==> config.mk <==
export PLATFORM = sky130hd
export DESIGN_NAME = calendar_clock_with_weekday_top_flat
export DESIGN_NICKNAME = d
export VERILOG_FILES = /design/src/rtl/ccw_pkg.sv /design/src/rtl/ccw_if.sv /design/src/rtl/calendar_clock_with_weekday_top.sv /design/src/rtl/ccw_dp.sv /design/src/rtl/ccw_ctrl.sv /design/src/flat_wrapper.sv
export SDC_FILE = /design/constraint.sdc
export NUM_CORES = 1
export LEC_CHECK = 0
export ABC_AREA = 1
export BUFFER_PORTS_ARGS = -buffer_cell sky130_fd_sc_hd__clkbuf_2
export CAP_MARGIN = 25
export CORE_UTILIZATION = 51
export DETAILED_ROUTE_END_ITERATION = 16
export PLACE_DENSITY = 0.69
export SYNTH_ARGS = -nofsm -noshare
export SYNTH_HDL_FRONTEND = slang
export SYNTH_SLANG_ARGS = --single-unit
export TNS_END_PERCENT = 1
==> constraint.sdc <==
create_clock -name clk -period 15.8 [get_ports clk]
set_input_delay 0.79 -clock clk [delete_from_list [all_inputs] [get_ports clk]]
set_output_delay 0.79 -clock clk [all_outputs]
set_load 0.05 [all_outputs]
==> src/rtl/ccw_pkg.sv <==
// Shared types, constants and helper functions of the calendar clock.
`default_nettype none

package ccw_pkg;

  // Field widths
  localparam int YEAR_W = 16;
  localparam int BYTE_W = 8;
  localparam int WDAY_W = 3;
  localparam int CMD_W  = 2;
  localparam int CNT_W  = 16;

  // Command codes carried in an input beat
  localparam logic [CMD_W-1:0] CMD_TICK  = 2'd0;
  localparam logic [CMD_W-1:0] CMD_SET   = 2'd1;
  localparam logic [CMD_W-1:0] CMD_READ  = 2'd2;
  localparam logic [CMD_W-1:0] CMD_SPARE = 2'd3;

  // Calendar limits
  localparam logic [BYTE_W-1:0] SEC_LIMIT  = 8'd60;
  localparam logic [BYTE_W-1:0] MIN_LIMIT  = 8'd60;
  localparam logic [BYTE_W-1:0] HOUR_LIMIT = 8'd24;
  localparam logic [BYTE_W-1:0] MONTHS     = 8'd12;
  localparam logic [BYTE_W-1:0] DAY_MAX    = 8'd31;
  localparam logic [YEAR_W-1:0] YEAR_MIN   = 16'd2015;
  localparam logic [YEAR_W-1:0] YEAR_MAX   = 16'd2050;
  localparam logic [WDAY_W-1:0] SUNDAY     = 3'd7;

  // Reset time: 2019-01-01 08:00:00, Tuesday
  localparam logic [YEAR_W-1:0] RST_YEAR  = 16'd2019;
  localparam logic [BYTE_W-1:0] RST_MONTH = 8'd1;
  localparam logic [BYTE_W-1:0] RST_DAY   = 8'd1;
  localparam logic [BYTE_W-1:0] RST_HOUR  = 8'd8;
  localparam logic [WDAY_W-1:0] RST_WDAY  = 3'd2;

  // Reciprocal constants: y/100 = (y*CENT_RECIP)>>24 for any 16-bit y,
  // 26*(m+1)/10 = ((m+1)*ZELLER_K)>>16, v/7 = (v*WEEK_RECIP)>>18 for v < 2^14
  localparam int CENT_RECIP   = 167773;
  localparam int ZELLER_K     = 170404;
  localparam int WEEK_RECIP   = 37450;
  localparam int ZELLER_BIAS  = 7000;
  localparam int CENT_W       = 10;
  localparam int ZTERM_W      = 10;
  localparam int SUM_W        = 14;
  localparam int QUOT_W       = 11;

  // One input beat
  typedef struct packed {
    logic [CMD_W-1:0]  cmd;
    logic [YEAR_W-1:0] set_year;
    logic [BYTE_W-1:0] set_month;
    logic [BYTE_W-1:0] set_day;
    logic [BYTE_W-1:0] set_hour;
    logic [BYTE_W-1:0] set_minute;
    logic [BYTE_W-1:0] set_second;
    logic [CNT_W-1:0]  days_back;
  } item_t;

  // One result beat
  typedef struct packed {
    logic [YEAR_W-1:0] cur_year;
    logic [BYTE_W-1:0] cur_month;
    logic [BYTE_W-1:0] cur_day;
    logic [BYTE_W-1:0] cur_hour;
    logic [BYTE_W-1:0] cur_minute;
    logic [BYTE_W-1:0] cur_second;
    logic [WDAY_W-1:0] weekday;
    logic              fields_valid;
    logic [BYTE_W-1:0] past_month;
    logic [BYTE_W-1:0] past_day;
  } result_t;

  // Source of the shared century divider
  typedef enum logic [1:0] {
    DIV_CUR,
    DIV_ADJ,
    DIV_PAST
  } div_sel_t;

  // Controller to datapath commands
  typedef struct packed {
    logic     take;
    logic     apply;
    div_sel_t div_sel;
    logic     wd_mul;
    logic     wd_sum;
    logic     wd_quot;
    logic     wd_fin;
    logic     load;
    logic     step;
    logic     emit;
  } ctrl_cmd_t;

  // Datapath to controller status
  typedef struct packed {
    logic need_wd;
    logic walk_done;
    logic out_free;
  } ctrl_status_t;

  // Days in month m; anything not February or a 30-day month has 31
  function automatic logic [BYTE_W-1:0] month_len(input logic [BYTE_W-1:0] m,
                                                  input logic leap);
    logic [BYTE_W-1:0] len;
    len = 8'd31;
    if (m == 8'd2) begin
      len = leap ? 8'd29 : 8'd28;
    end else if (m == 8'd4 || m == 8'd6 || m == 8'd9 || m == 8'd11) begin
      len = 8'd30;
    end
    return len;
  endfunction

endpackage

`default_nettype wire

==> src/rtl/ccw_if.sv <==
// Valid/ready channel interfaces for input and result beats.
`default_nettype none

interface ccw_item_if import ccw_pkg::*; ();
  logic              valid;
  logic              ready;
  logic [CMD_W-1:0]  cmd;
  logic [YEAR_W-1:0] set_year;
  logic [BYTE_W-1:0] set_month;
  logic [BYTE_W-1:0] set_day;
  logic [BYTE_W-1:0] set_hour;
  logic [BYTE_W-1:0] set_minute;
  logic [BYTE_W-1:0] set_second;
  logic [CNT_W-1:0]  days_back;

  modport source (
    output valid, cmd, set_year, set_month, set_day, set_hour, set_minute,
           set_second, days_back,
    input  ready
  );
  modport sink (
    input  valid, cmd, set_year, set_month, set_day, set_hour, set_minute,
           set_second, days_back,
    output ready
  );
endinterface

interface ccw_result_if import ccw_pkg::*; ();
  logic              valid;
  logic              ready;
  logic [YEAR_W-1:0] cur_year;
  logic [BYTE_W-1:0] cur_month;
  logic [BYTE_W-1:0] cur_day;
  logic [BYTE_W-1:0] cur_hour;
  logic [BYTE_W-1:0] cur_minute;
  logic [BYTE_W-1:0] cur_second;
  logic [WDAY_W-1:0] weekday;
  logic              fields_valid;
  logic [BYTE_W-1:0] past_month;
  logic [BYTE_W-1:0] past_day;

  modport source (
    output valid, cur_year, cur_month, cur_day, cur_hour, cur_minute, cur_second,
           weekday, fields_valid, past_month, past_day,
    input  ready
  );
  modport sink (
    input  valid, cur_year, cur_month, cur_day, cur_hour, cur_minute, cur_second,
           weekday, fields_valid, past_month, past_day,
    output ready
  );
endinterface

`default_nettype wire

==> src/rtl/calendar_clock_with_weekday_top.sv <==
// Top level of the calendar clock with weekday and past-date lookup.
//
//  channel  dir  payload                                      beat
//  item     in   cmd, set_year..set_second, days_back         one command
//  result   out  cur_year..cur_second, weekday, fields_valid,  one report
//                past_month, past_day
//
//  A beat passes capture, update, a weekday recompute when needed (set, or a
//  tick that ends a day), the past-date walk and the result hand-off in turn.
//  The past-date walker steps back one day a cycle until days_back days are done.
//  Reset restores 2019-01-01 08:00:00, Tuesday, and needs no clearing pass.
//  A finished report waits in the result register; the next beat is taken
//  meanwhile and only its own report waits for that register to free up.
`default_nettype none

module calendar_clock_with_weekday_top import ccw_pkg::*; (
  input logic          clk,
  input logic          rst,
  ccw_item_if.sink     item,
  ccw_result_if.source result
);

  ctrl_cmd_t    ctl;
  ctrl_status_t status;
  item_t        item_data;
  result_t      result_data;

  // Pack the input beat
  assign item_data.cmd        = item.cmd;
  assign item_data.set_year   = item.set_year;
  assign item_data.set_month  = item.set_month;
  assign item_data.set_day    = item.set_day;
  assign item_data.set_hour   = item.set_hour;
  assign item_data.set_minute = item.set_minute;
  assign item_data.set_second = item.set_second;
  assign item_data.days_back  = item.days_back;

  ccw_ctrl u_ctrl (
    .clk        (clk),
    .rst        (rst),
    .item_valid (item.valid),
    .item_ready (item.ready),
    .ctl        (ctl),
    .status     (status)
  );

  ccw_dp u_dp (
    .clk          (clk),
    .rst          (rst),
    .ctl          (ctl),
    .status       (status),
    .item         (item_data),
    .result       (result_data),
    .result_valid (result.valid),
    .result_ready (result.ready)
  );

  // Unpack the result beat
  assign result.cur_year     = result_data.cur_year;
  assign result.cur_month    = result_data.cur_month;
  assign result.cur_day      = result_data.cur_day;
  assign result.cur_hour     = result_data.cur_hour;
  assign result.cur_minute   = result_data.cur_minute;
  assign result.cur_second   = result_data.cur_second;
  assign result.weekday      = result_data.weekday;
  assign result.fields_valid = result_data.fields_valid;
  assign result.past_month   = result_data.past_month;
  assign result.past_day     = result_data.past_day;

endmodule

`default_nettype wire

==> src/rtl/ccw_dp.sv <==
// Datapath: time registers, weekday arithmetic, past-date walker, result register.
`default_nettype none

module ccw_dp import ccw_pkg::*; (
  input  logic         clk,
  input  logic         rst,
  input  ctrl_cmd_t    ctl,
  output ctrl_status_t status,
  input  item_t        item,
  output result_t      result,
  output logic         result_valid,
  input  logic         result_ready
);

  // Latched input beat
  item_t             item_q;
  logic              fv_q;

  // Time of day and calendar
  logic [YEAR_W-1:0] year_reg;
  logic [BYTE_W-1:0] month_reg;
  logic [BYTE_W-1:0] day_reg;
  logic [BYTE_W-1:0] hour_reg;
  logic [BYTE_W-1:0] minute_reg;
  logic [BYTE_W-1:0] second_reg;
  logic [WDAY_W-1:0] weekday_reg;

  // Century divider and leap flag
  logic [YEAR_W-1:0] div_src;
  logic [33:0]       div_prod;
  logic [YEAR_W-1:0] div_y;
  logic [CENT_W-1:0] div_c;
  logic [YEAR_W-1:0] hund;
  logic [YEAR_W-1:0] yy_full;
  logic [6:0]        yy;
  logic              leap_q;
  logic              leap_next;

  // Weekday pipeline
  logic              early_month;
  logic [YEAR_W-1:0] y_adj;
  logic [8:0]        m_plus;
  logic [26:0]       z_prod;
  logic [ZTERM_W-1:0] z_q;
  logic [SUM_W-1:0]  v_sum;
  logic [SUM_W-1:0]  v_q;
  logic [31:0]       q_prod;
  logic [QUOT_W-1:0] q_q;
  logic [SUM_W-1:0]  w_full;
  logic [WDAY_W-1:0] w;

  // Tick increments
  logic [BYTE_W-1:0] sec_inc, min_inc, hour_inc, day_inc, mon_inc;
  logic              sec_carry, min_carry, hour_carry, day_over, mon_over;

  // Past-date walker
  logic [YEAR_W-1:0] py;
  logic [BYTE_W-1:0] pm;
  logic [BYTE_W-1:0] pd;
  logic [CNT_W-1:0]  walk_cnt;
  logic [BYTE_W-1:0] pm_next;

  // Result register
  result_t           res_q;
  logic              out_full;

  // Divider source and century split
  always_comb begin
    case (ctl.div_sel)
      DIV_CUR:  div_src = year_reg;
      DIV_ADJ:  div_src = y_adj;
      DIV_PAST: div_src = py;
      default:  div_src = year_reg;
    endcase
  end

  assign div_prod  = 34'(div_src) * 34'(CENT_RECIP);
  assign hund      = 16'(div_c) * 16'd100;
  assign yy_full   = div_y - hund;
  assign yy        = yy_full[6:0];
  assign leap_next = (yy == 7'd0) ? (div_c[1:0] == 2'd0) : (div_y[1:0] == 2'd0);

  always_ff @(posedge clk) begin
    div_y  <= div_src;
    div_c  <= div_prod[33:24];
    leap_q <= leap_next;
  end

  // Tick carries, all from the registers before the update
  always_comb begin
    sec_inc    = second_reg + 8'd1;
    min_inc    = minute_reg + 8'd1;
    hour_inc   = hour_reg + 8'd1;
    day_inc    = day_reg + 8'd1;
    mon_inc    = month_reg + 8'd1;
    sec_carry  = sec_inc >= SEC_LIMIT;
    min_carry  = min_inc >= MIN_LIMIT;
    hour_carry = hour_inc >= HOUR_LIMIT;
    day_over   = day_inc > month_len(month_reg, leap_q);
    mon_over   = mon_inc > MONTHS;
  end

  // Weekday inputs: January and February belong to the previous year
  always_comb begin
    early_month = (month_reg == 8'd1) || (month_reg == 8'd2);
    y_adj       = early_month ? year_reg - 16'd1 : year_reg;
    m_plus      = early_month ? 9'(month_reg) + 9'd13 : 9'(month_reg) + 9'd1;
    z_prod      = 27'(m_plus) * 27'(ZELLER_K);
    v_sum       = SUM_W'(yy) + SUM_W'(yy >> 2) + SUM_W'(div_c >> 2) + SUM_W'(z_q)
                + SUM_W'(day_reg) + SUM_W'(ZELLER_BIAS)
                - SUM_W'({div_c, 1'b0}) - SUM_W'(1);
    q_prod      = 32'(v_q) * 32'(WEEK_RECIP);
    w_full      = v_q - SUM_W'(q_q) * SUM_W'(7);
    w           = w_full[WDAY_W-1:0];
  end

  always_ff @(posedge clk) begin
    if (ctl.wd_mul) begin
      z_q <= z_prod[25:16];
    end
    if (ctl.wd_sum) begin
      v_q <= v_sum;
    end
    if (ctl.wd_quot) begin
      q_q <= q_prod[28:18];
    end
  end

  // Capture the input beat and its range check
  always_ff @(posedge clk) begin
    if (ctl.take) begin
      item_q <= item;
      fv_q   <= (item.set_year >= YEAR_MIN) && (item.set_year <= YEAR_MAX)
             && (item.set_month >= 8'd1) && (item.set_month <= MONTHS)
             && (item.set_day >= 8'd1) && (item.set_day <= DAY_MAX)
             && (item.set_hour < HOUR_LIMIT) && (item.set_minute < MIN_LIMIT)
             && (item.set_second < SEC_LIMIT);
    end
  end

  // Time registers: tick, set, weekday update
  always_ff @(posedge clk) begin
    if (rst) begin
      year_reg    <= RST_YEAR;
      month_reg   <= RST_MONTH;
      day_reg     <= RST_DAY;
      hour_reg    <= RST_HOUR;
      minute_reg  <= '0;
      second_reg  <= '0;
      weekday_reg <= RST_WDAY;
    end else begin
      if (ctl.apply) begin
        case (item_q.cmd)
          CMD_TICK: begin
            second_reg <= sec_carry ? '0 : sec_inc;
            if (sec_carry) begin
              minute_reg <= min_carry ? '0 : min_inc;
            end
            if (sec_carry && min_carry) begin
              hour_reg <= hour_carry ? '0 : hour_inc;
            end
            if (sec_carry && min_carry && hour_carry) begin
              day_reg <= day_over ? 8'd1 : day_inc;
              if (day_over) begin
                month_reg <= mon_over ? 8'd1 : mon_inc;
                if (mon_over) begin
                  year_reg <= year_reg + 16'd1;
                end
              end
            end
          end
          CMD_SET: begin
            year_reg   <= item_q.set_year;
            month_reg  <= item_q.set_month;
            day_reg    <= item_q.set_day;
            hour_reg   <= item_q.set_hour;
            minute_reg <= item_q.set_minute;
            second_reg <= item_q.set_second;
          end
          CMD_READ, CMD_SPARE: begin
            // hold
          end
          default: begin
            // hold
          end
        endcase
      end
      if (ctl.wd_fin) begin
        weekday_reg <= (w == '0) ? SUNDAY : w;
      end
    end
  end

  // Past-date walker: one day back per step
  assign pm_next = (pm > 8'd1) ? pm - 8'd1 : MONTHS;

  always_ff @(posedge clk) begin
    if (ctl.load) begin
      py       <= year_reg;
      pm       <= month_reg;
      pd       <= day_reg;
      walk_cnt <= item_q.days_back;
    end else if (ctl.step) begin
      walk_cnt <= walk_cnt - CNT_W'(1);
      if (pd > 8'd1) begin
        pd <= pd - 8'd1;
      end else begin
        pm <= pm_next;
        pd <= month_len(pm_next, leap_q);
        if (pm <= 8'd1) begin
          py <= py - 16'd1;
        end
      end
    end
  end

  // Result register
  always_ff @(posedge clk) begin
    if (rst) begin
      out_full <= 1'b0;
    end else if (ctl.emit) begin
      out_full <= 1'b1;
    end else if (result_ready) begin
      out_full <= 1'b0;
    end
  end

  always_ff @(posedge clk) begin
    if (ctl.emit) begin
      res_q.cur_year     <= year_reg;
      res_q.cur_month    <= month_reg;
      res_q.cur_day      <= day_reg;
      res_q.cur_hour     <= hour_reg;
      res_q.cur_minute   <= minute_reg;
      res_q.cur_second   <= second_reg;
      res_q.weekday      <= weekday_reg;
      res_q.fields_valid <= fv_q;
      res_q.past_month   <= pm;
      res_q.past_day     <= pd;
    end
  end

  assign result       = res_q;
  assign result_valid = out_full;

  // Status back to the controller
  assign status.need_wd   = (item_q.cmd == CMD_SET)
                          || ((item_q.cmd == CMD_TICK) && sec_carry && min_carry
                              && hour_carry);
  assign status.walk_done = (walk_cnt == '0);
  assign status.out_free  = !out_full || result_ready;

  // Checks
  a_step_nonzero: assert property (@(posedge clk) disable iff (rst)
    ctl.step |-> walk_cnt != '0)
    else $error("walker stepped with no days left");

  a_emit_free: assert property (@(posedge clk) disable iff (rst)
    ctl.emit |-> (!out_full || result_ready))
    else $error("result register overwritten before it was taken");

  a_weekday_code: assert property (@(posedge clk) disable iff (rst)
    ctl.wd_fin |=> weekday_reg != '0)
    else $error("weekday computed as zero");

endmodule

`default_nettype wire

==> src/rtl/ccw_ctrl.sv <==
// Controller: sequences capture, update, weekday, walk and result hand-off.
`default_nettype none

module ccw_ctrl import ccw_pkg::*; (
  input  logic         clk,
  input  logic         rst,
  input  logic         item_valid,
  output logic         item_ready,
  output ctrl_cmd_t    ctl,
  input  ctrl_status_t status
);

  typedef enum logic [3:0] {
    S_IDLE,
    S_PREP0,
    S_PREP1,
    S_APPLY,
    S_WD0,
    S_WD1,
    S_WD2,
    S_WD3,
    S_LOAD,
    S_SETTLE,
    S_WALK,
    S_EMIT
  } state_t;

  state_t state;

  // State register
  always_ff @(posedge clk) begin
    if (rst) begin
      state <= S_IDLE;
    end else begin
      case (state)
        S_IDLE:   if (item_valid) state <= S_PREP0;
        S_PREP0:  state <= S_PREP1;
        S_PREP1:  state <= S_APPLY;
        S_APPLY:  state <= status.need_wd ? S_WD0 : S_LOAD;
        S_WD0:    state <= S_WD1;
        S_WD1:    state <= S_WD2;
        S_WD2:    state <= S_WD3;
        S_WD3:    state <= S_LOAD;
        S_LOAD:   state <= S_SETTLE;
        S_SETTLE: state <= S_WALK;
        S_WALK:   if (status.walk_done) state <= S_EMIT;
        S_EMIT:   if (status.out_free) state <= S_IDLE;
        default:  state <= S_IDLE;
      endcase
    end
  end

  // Command decode
  assign item_ready = (state == S_IDLE);

  always_comb begin
    ctl         = '0;
    ctl.div_sel = DIV_CUR;
    case (state)
      S_IDLE:   ctl.take = item_valid;
      S_APPLY:  ctl.apply = 1'b1;
      S_WD0: begin
        ctl.div_sel = DIV_ADJ;
        ctl.wd_mul  = 1'b1;
      end
      S_WD1:    ctl.wd_sum = 1'b1;
      S_WD2:    ctl.wd_quot = 1'b1;
      S_WD3:    ctl.wd_fin = 1'b1;
      S_LOAD:   ctl.load = 1'b1;
      S_SETTLE: ctl.div_sel = DIV_PAST;
      S_WALK: begin
        ctl.div_sel = DIV_PAST;
        ctl.step    = !status.walk_done;
      end
      S_EMIT:   ctl.emit = status.out_free;
      default: begin
        ctl.div_sel = DIV_CUR;
      end
    endcase
  end

  // Checks
  a_accept_starts: assert property (@(posedge clk) disable iff (rst)
    (state == S_IDLE && item_valid) |=> state == S_PREP0)
    else $error("accepted beat did not start processing");

  a_weekday_path: assert property (@(posedge clk) disable iff (rst)
    (state == S_APPLY && status.need_wd) |=> state == S_WD0)
    else $error("weekday recompute skipped");

  a_emit_done: assert property (@(posedge clk) disable iff (rst)
    (state == S_EMIT && status.out_free) |=> (state == S_IDLE && $past(ctl.emit)))
    else $error("result not handed off on leaving emit");

endmodule

`default_nettype wire

==> src/flat_wrapper.sv <==
// flat-port wrapper written by rule: the top's interface ports become plain ports
module calendar_clock_with_weekday_top_flat import ccw_pkg::*;
  (clk, rst, item_valid, item_cmd, item_set_year, item_set_month, item_set_day, item_set_hour, item_set_minute, item_set_second, item_days_back, item_ready, result_valid, result_cur_year, result_cur_month, result_cur_day, result_cur_hour, result_cur_minute, result_cur_second, result_weekday, result_fields_valid, result_past_month, result_past_day, result_ready);
  ccw_item_if item_i ();
  ccw_result_if result_i ();
  input logic clk;
  input logic rst;
  input wire logic [$bits(item_i.valid)-1:0] item_valid;
  input wire logic [$bits(item_i.cmd)-1:0] item_cmd;
  input wire logic [$bits(item_i.set_year)-1:0] item_set_year;
  input wire logic [$bits(item_i.set_month)-1:0] item_set_month;
  input wire logic [$bits(item_i.set_day)-1:0] item_set_day;
  input wire logic [$bits(item_i.set_hour)-1:0] item_set_hour;
  input wire logic [$bits(item_i.set_minute)-1:0] item_set_minute;
  input wire logic [$bits(item_i.set_second)-1:0] item_set_second;
  input wire logic [$bits(item_i.days_back)-1:0] item_days_back;
  output wire logic [$bits(item_i.ready)-1:0] item_ready;
  output wire logic [$bits(result_i.valid)-1:0] result_valid;
  output wire logic [$bits(result_i.cur_year)-1:0] result_cur_year;
  output wire logic [$bits(result_i.cur_month)-1:0] result_cur_month;
  output wire logic [$bits(result_i.cur_day)-1:0] result_cur_day;
  output wire logic [$bits(result_i.cur_hour)-1:0] result_cur_hour;
  output wire logic [$bits(result_i.cur_minute)-1:0] result_cur_minute;
  output wire logic [$bits(result_i.cur_second)-1:0] result_cur_second;
  output wire logic [$bits(result_i.weekday)-1:0] result_weekday;
  output wire logic [$bits(result_i.fields_valid)-1:0] result_fields_valid;
  output wire logic [$bits(result_i.past_month)-1:0] result_past_month;
  output wire logic [$bits(result_i.past_day)-1:0] result_past_day;
  input wire logic [$bits(result_i.ready)-1:0] result_ready;
  assign item_i.valid = item_valid;
  assign item_i.cmd = item_cmd;
  assign item_i.set_year = item_set_year;
  assign item_i.set_month = item_set_month;
  assign item_i.set_day = item_set_day;
  assign item_i.set_hour = item_set_hour;
  assign item_i.set_minute = item_set_minute;
  assign item_i.set_second = item_set_second;
  assign item_i.days_back = item_days_back;
  assign item_ready = item_i.ready;
  assign result_valid = result_i.valid;
  assign result_cur_year = result_i.cur_year;
  assign result_cur_month = result_i.cur_month;
  assign result_cur_day = result_i.cur_day;
  assign result_cur_hour = result_i.cur_hour;
  assign result_cur_minute = result_i.cur_minute;
  assign result_cur_second = result_i.cur_second;
  assign result_weekday = result_i.weekday;
  assign result_fields_valid = result_i.fields_valid;
  assign result_past_month = result_i.past_month;
  assign result_past_day = result_i.past_day;
  assign result_i.ready = result_ready;
  calendar_clock_with_weekday_top u_core (.clk(clk), .rst(rst), .item(item_i), .result(result_i));
endmodule
Yosys cells after proc, flatten, opt, wreduce, memory -nomap -nowiden
Index checks and enable logic that the tools add are counted.
{"block": "classes", "magnitude_cmp": 17, "multipliers": 5, "reduce_logical": 45, "addsub": 22, "mux": 59, "eq_ne": 34}
{"cell": "two-way mux 16 bit", "count": 10}
{"cell": "two-way mux 8 bit", "count": 17}
{"cell": "one-hot mux 8 bit (2 select lines)", "count": 5}
{"cell": "one-hot mux 16 bit (2 select lines)", "count": 2}
{"cell": "one-hot mux 4 bit (12 select lines)", "count": 1}
{"cell": "subtractor 16 x 1 -> 16 bit, second input constant", "count": 3}
{"cell": "adder 8 x 1 -> 8 bit, second input constant", "count": 5}
{"cell": "multiplier 16 x 18 -> 34 bit, second input constant", "count": 1}
{"cell": "== test 8 x 3 -> 1 bit, second input constant", "count": 4}
{"cell": "== test 8 x 4 -> 1 bit, second input constant", "count": 4}
{"cell": "multiplier 14 x 15 -> 28 bit, second input constant", "count": 1}
{"cell": "multiplier 9 x 16 -> 24 bit, second input constant", "count": 1}
{"cell": "adder 16 x 1 -> 16 bit, second input constant", "count": 1}
{"cell": "== test 4 x 3 -> 1 bit, second input constant", "count": 4}
{"cell": "== test 4 bit, second input constant", "count": 4}
{"cell": "== test 8 x 2 -> 1 bit, second input constant", "count": 2}
{"cell": "greater-or-equal comparator 16 x 11 -> 1 bit, second input constant", "count": 1}
{"cell": "greater-or-equal comparator 8 x 1 -> 1 bit, second input constant", "count": 2}
{"cell": "greater-or-equal comparator 8 x 6 -> 1 bit, second input constant", "count": 2}
{"cell": "> comparator 8 x 1 -> 1 bit, second input constant", "count": 2}
{"cell": "<= comparator 16 x 12 -> 1 bit, second input constant", "count": 1}
{"cell": "zero test 16 bit", "count": 1}
{"cell": "less-than comparator 8 x 6 -> 1 bit, second input constant", "count": 2}
{"cell": "two-way mux 4 bit", "count": 4}
{"cell": "46 further kinds", "count": 102}
{"block": "word_totals", "output_inout_bits": 78, "register_bits": 316, "inputBits": 78, "wordCells": 220}

Depth between registers and ports, before layout
{"block": "logic_depth", "word_depth": 11, "ltp_mapped": 39, "depth_no_buf": 38}

Cells and area by module
From an unflattened synthesis, not the netlist that was laid out.
{"block": "unflattened", "hier_cells": 2604, "hier_area_um2": 24627.4}
{"mod": "ccw_dp", "seq_area_each_um2": 8348.0, "area_each_um2": 24302.1, "cells_each": 2543, "n_inst": 1}
{"mod": "ccw_ctrl", "seq_area_each_um2": 80.1, "area_each_um2": 325.3, "cells_each": 61, "n_inst": 1}

Worst setup path before layout
OpenSTA, ideal clock, no wires.
{"block": "synth_path", "path_type": "flip-flop to flip-flop", "start": "register u_core.u_ctrl.state[2]", "end": "register u_core.u_dp.div_c[6]", "t_required_ns": 15.688, "stages_incl_launch_ff": 31, "n_path_buf": 1, "path_slack_ns": 8.603, "synth_period_minus_slack_ns": 7.197, "setup_time_ns": 0.112, "t_arrival_ns": 7.085, "path_cell_list": "dfxtp_1 > inv_1 > nor2_1 > inv_1 > nor2_1 > inv_1 > ha_1 > clkbuf_1 > a21oi_1 > a22oi_1 > inv_1 > ha_1 > fa_1 > fa_1 > inv_1 > fa_1 > fa_1 > inv_1 > fa_1 > inv_1 > ha_1 > nand2_1 > nor2_1 > nand2_1 > nor3_1 > nor4_1 > o21ai_0 > a21boi_0 > nand2_1 > nand2_1 > nand2_1"}
{"block": "synth_between", "elab_chain_cells": 6, "word_cells_on_any_way": 9, "classes_between": "mul: 1; eq/ne: 5; mux: 2; reduce/logical: 1"}
{"item": "from (decl)", "line": "ccw_ctrl.sv:28", "source": "state_t state;"}
{"item": "from (signal assigned)", "line": "ccw_ctrl.sv:39", "source": "S_APPLY: state <= status.need_wd ? S_WD0 : S_LOAD;"}
{"item": "== test 4 bit", "line": "ccw_ctrl.sv:59", "source": "case (state)"}
{"item": "OR reduction 2 bit (no line)"}
{"item": "one-hot mux 2 bit (2 select lines) (*)", "line": "ccw_ctrl.sv:59"}
{"item": "== test 2 bit / == test 2 x 1 -> 1 bit (equally long branches)", "line": "ccw_dp.sv:69", "source": "case (ctl.div_sel)"}
{"item": "one-hot mux 16 bit (2 select lines) (*)", "line": "ccw_dp.sv:69"}
{"item": "via u_core.u_dp.div_src[5]", "line": "ccw_dp.sv:29", "source": "logic [YEAR_W-1:0] div_src;"}
{"item": "multiplier 16 x 18 -> 34 bit (*)", "line": "ccw_dp.sv:77", "source": "assign div_prod = 34'(div_src) * 34'(CENT_RECIP);"}
{"item": "via u_core.u_dp.div_prod[30]", "line": "ccw_dp.sv:30", "source": "logic [33:0] div_prod;"}
{"item": "to (signal assigned)", "line": "ccw_dp.sv:85", "source": "div_c <= div_prod[33:24];"}
{"item": "to (decl)", "line": "ccw_dp.sv:32", "source": "logic [CENT_W-1:0] div_c;"}
Mark *: on every way through the listed nets, which the timed path passes. The rest lies on a longest branch.
A chain may end at the register's enable or synchronous reset.

Final worst setup path
Ends and elaborated chain as after synthesis.

==> metrics.md <==
| Metric | Value |
|---|---|
| Grt total ovfl | `0` |
| Via count | `approximately 19k` |
| Filler Cells Inserted | `4127` |
| Drt drc | `0` |
| Cell count after placement | `between 3k and 4k` |
| Ys Warns | `0` |
| Final net count | `~3.4k` |
| Syn Nets | `3209` |
| TritonRoute pass-1 iters | `5` |
| Number of distinct library cells after synthesis | `63` |
| Routed wire length | `about 60000 um` |
| Max-Cap Viols | `0` |
| Final period utilization | `0.498` |
| LEAKAGE | `around 13 nW` |
| TritonCTS clock tree | `yes` |
| Min cycle time layout | `7.87 ns` |
| Total global-route track usage | `0.249` |
| Die width | `222 um` |
| Most area-consuming cells after synthesis | `edfxtp_1 (28%), ha_1 (16%), fa_1 (15%), inv_1 (7.7%), dfxtp_1 (6.7%)` |
| Max FFs per register | `76` |
| Ant diodes | `0` |
| Gpl congestion | `around 0.92` |
| WP data arrival | `8.29 ns` |
| Number of synthesized register bits | `between 300 and 400` |
| Clk buf depth | `3` |
| DR WL/cell | `roughly 17 um` |
| Max stage delay on crit path | `0.80 ns` |
| DIE AREA | `49300 um^2` |
| Initial cell density of the core | `0.517` |
| Post-CTS Repair Setup Buffers | `0` |
| Worst-path maximum fanout | `12` |
| Largest net degree at the start of global routing | `76` |
| Pwr/cell area | `195 nW/um^2` |
| Syn_area_per_cell | `around 9.4 um^2` |
| Synthesis-to-finish area growth | `10.9%` |
| Async set or reset register ratio after synthesis | `0` |
| Hpwl dp | `approximately 48000 um` |
| Fin Clk Skew | `slightly above 0.03 ns` |
| Num CTS Buffers | `37` |
| Hold Path Class | `in -> reg` |
| FF/Latch Area | `8430 um^2` |
| Post-synthesis sequential area ratio | `0.342` |
| RSZ-0062 raised after global routing | `no` |
| Status | `completed` |
| Final-report hold violation count | `0` |
| Antenna-violating nets left | `0` |
| Footprint of the multi-input gates | `about 14000 um^2` |
| Startpoint types | `register` |
| Final setup TNS | `0 ns` |
| CTS Root Cell | `clkbuf_16` |
| First DRT Iteration DRCs | `~1.3k` |
| Hold buffers post-CTS | `0` |
| Max-slew headroom | `0.309` |
| First-pass GRT wire length | `98400 um` |
| Fmax | `around 130 MHz` |
| Slowest stage cell, crit path | `a22oi_1` |
| Post-CTS sizing | `0` |
| Initial antenna violation count | `1` |
| Synth area leader | `edfxtp_1` |
| Core ar. | `between 40000 and 50000 um^2` |
| Crit path capture type | `register` |
| Slew @ Worst Pin | `around 1.0 ns` |
| Port Buffers | `155` |
| Setup violators final | `0` |
| Post-synth top cells | `inv_1 (504), nand2_1 (356), ha_1 (324)` |
| Share of post-route cells with drive strength above 1 | `0.0988` |
| VDD IR-drop max | `between 0.3 and 0.4 mV` |
| Via/cell ratio | `5.41` |
| Synth top area share | `0.275` |
| Site Rows | `80` |
| Die H | `222 um` |
| Clock sink total | `308` |
| Ports | `156` |
| WS Path Type | `reg -> reg` |
| Worst-skew pair later-pin latency | `about 0.55 ns` |
| Fin cells | `around 3.4k` |
| Pins Over Slew Limit | `0` |
| Syn Inst Count | `about 2.6k` |
| Vias in the first global route | `19.1k` |
| Ys flop type | `edfxtp_1` |
| Number of flops mapped to enable cells by yosys | `between 200 and 250` |
| Count leader, synth | `inv_1` |
| CTS clock-pin slew for the worst setup and hold paths | `0.06 ns` |
| Crit-path most repeated cell | `inv_1` |
| CP Data Required Time | `16.22 ns` |
| Mapped Area | `~25000 um^2` |
| H-Tree Depth | `2` |
-- critical path: cells and delay by family, from the launching register on --
family          cells  cell delay, ns
buf+inv             8            0.98
flops               1            0.37
simple gates        7            0.88
fa+ha+maj           8            3.80
compound gates      6            1.69
-- through the flow --
stage	power, mW	setup WS [ns]	utilization	area (um^2)	hold slack [ns]
2_1_floorplan	3.76	8.60	-	24700	0.400
3_3_place_gp	4.43	7.90	0.547	26100	0.405
3_5_place_dp	4.50	7.76	0.548	26100	0.417
4_1_cts	5.36	7.67	0.573	27300	0.395
5_1_grt	5.96	7.31	0.573	27400	0.403
6_report	5.33	7.93	0.573	27400	0.417
-- cell type report --
cell class | count | share of cell area
repair buffers | 171 | 0.0335
clock inverters | 18 | 0.00636
multi-input cells | 1753 | 0.516
flip-flops and latches | 308 | 0.308
well taps | 615 | 0.0281
clock buffers | 49 | 0.0373
inverters | 516 | 0.0708
-- power by group --
part | switching [mW] | internal, mW
combinational | 2.03 | 1.38
clock | 0.348 | 0.478
sequential | 0.0297 | 1.06
total | 2.41 | 2.92
-- layer usage --
layer  share of wire  up-vias  global-route usage
met5               0        -                   0
met3           0.048      108              0.0289
met4           0.023        0              0.0634
li1                -     8963                   -
met2            0.48      498               0.422
met1            0.45     8981               0.339
-- worst paths after layout --
kind                                from                endpoint  slack [ns]  depth (start not counted)
hold reg to reg         u_core.u_dp.fv_q  u_core.u_dp.result[16]        0.43                          0
hold / removal        item_set_second[0]  u_core.u_dp.item_q[16]        0.42                          1
setup reg to reg  u_core.u_ctrl.state[2]    u_core.u_dp.div_c[6]        7.93                         29
setup / recovery  u_core.u_ctrl.state[2]    u_core.u_dp.div_c[6]        7.93                         29
-- logic make-up (layout without fill, tap and decap cells) --
group / Yosys count / after routing / share of synthesized area
mux: 2 / 2 / 0.000811
compound gates: 379 / 379 / 0.0865
xor+xnor: 93 / 93 / 0.0333
fa+ha+maj: 509 / 509 / 0.314
simple gates: 770 / 770 / 0.136
flops: 308 / 308 / 0.342
buf+inv: 561 / 754 / 0.0877
-- cell usage in the layout (no fill, tap or decap), drive strengths merged, types with 2 or more instances in the layout --
cell type,n
nand4,22
xor2,58
dfxtp,82
a21oi,144
clkbuf,204
nand3,99
o21ai,140
a221oi,5
clkinv,16
buf,16
a21boi,2
or2,11
o21a,2
xnor2,35
a22oi,17
nor4,11
inv,517
mux2i,2
o221ai,2
nand3b,6
fa,185
o21bai,5
o31ai,9
o22ai,8
a21o,5
a2111oi,3
a211oi,10
edfxtp,226
nand2,362
a31oi,19
nor2,203
o211ai,2
ha,324
nor3,51
(Power assumes the default switching activity.)
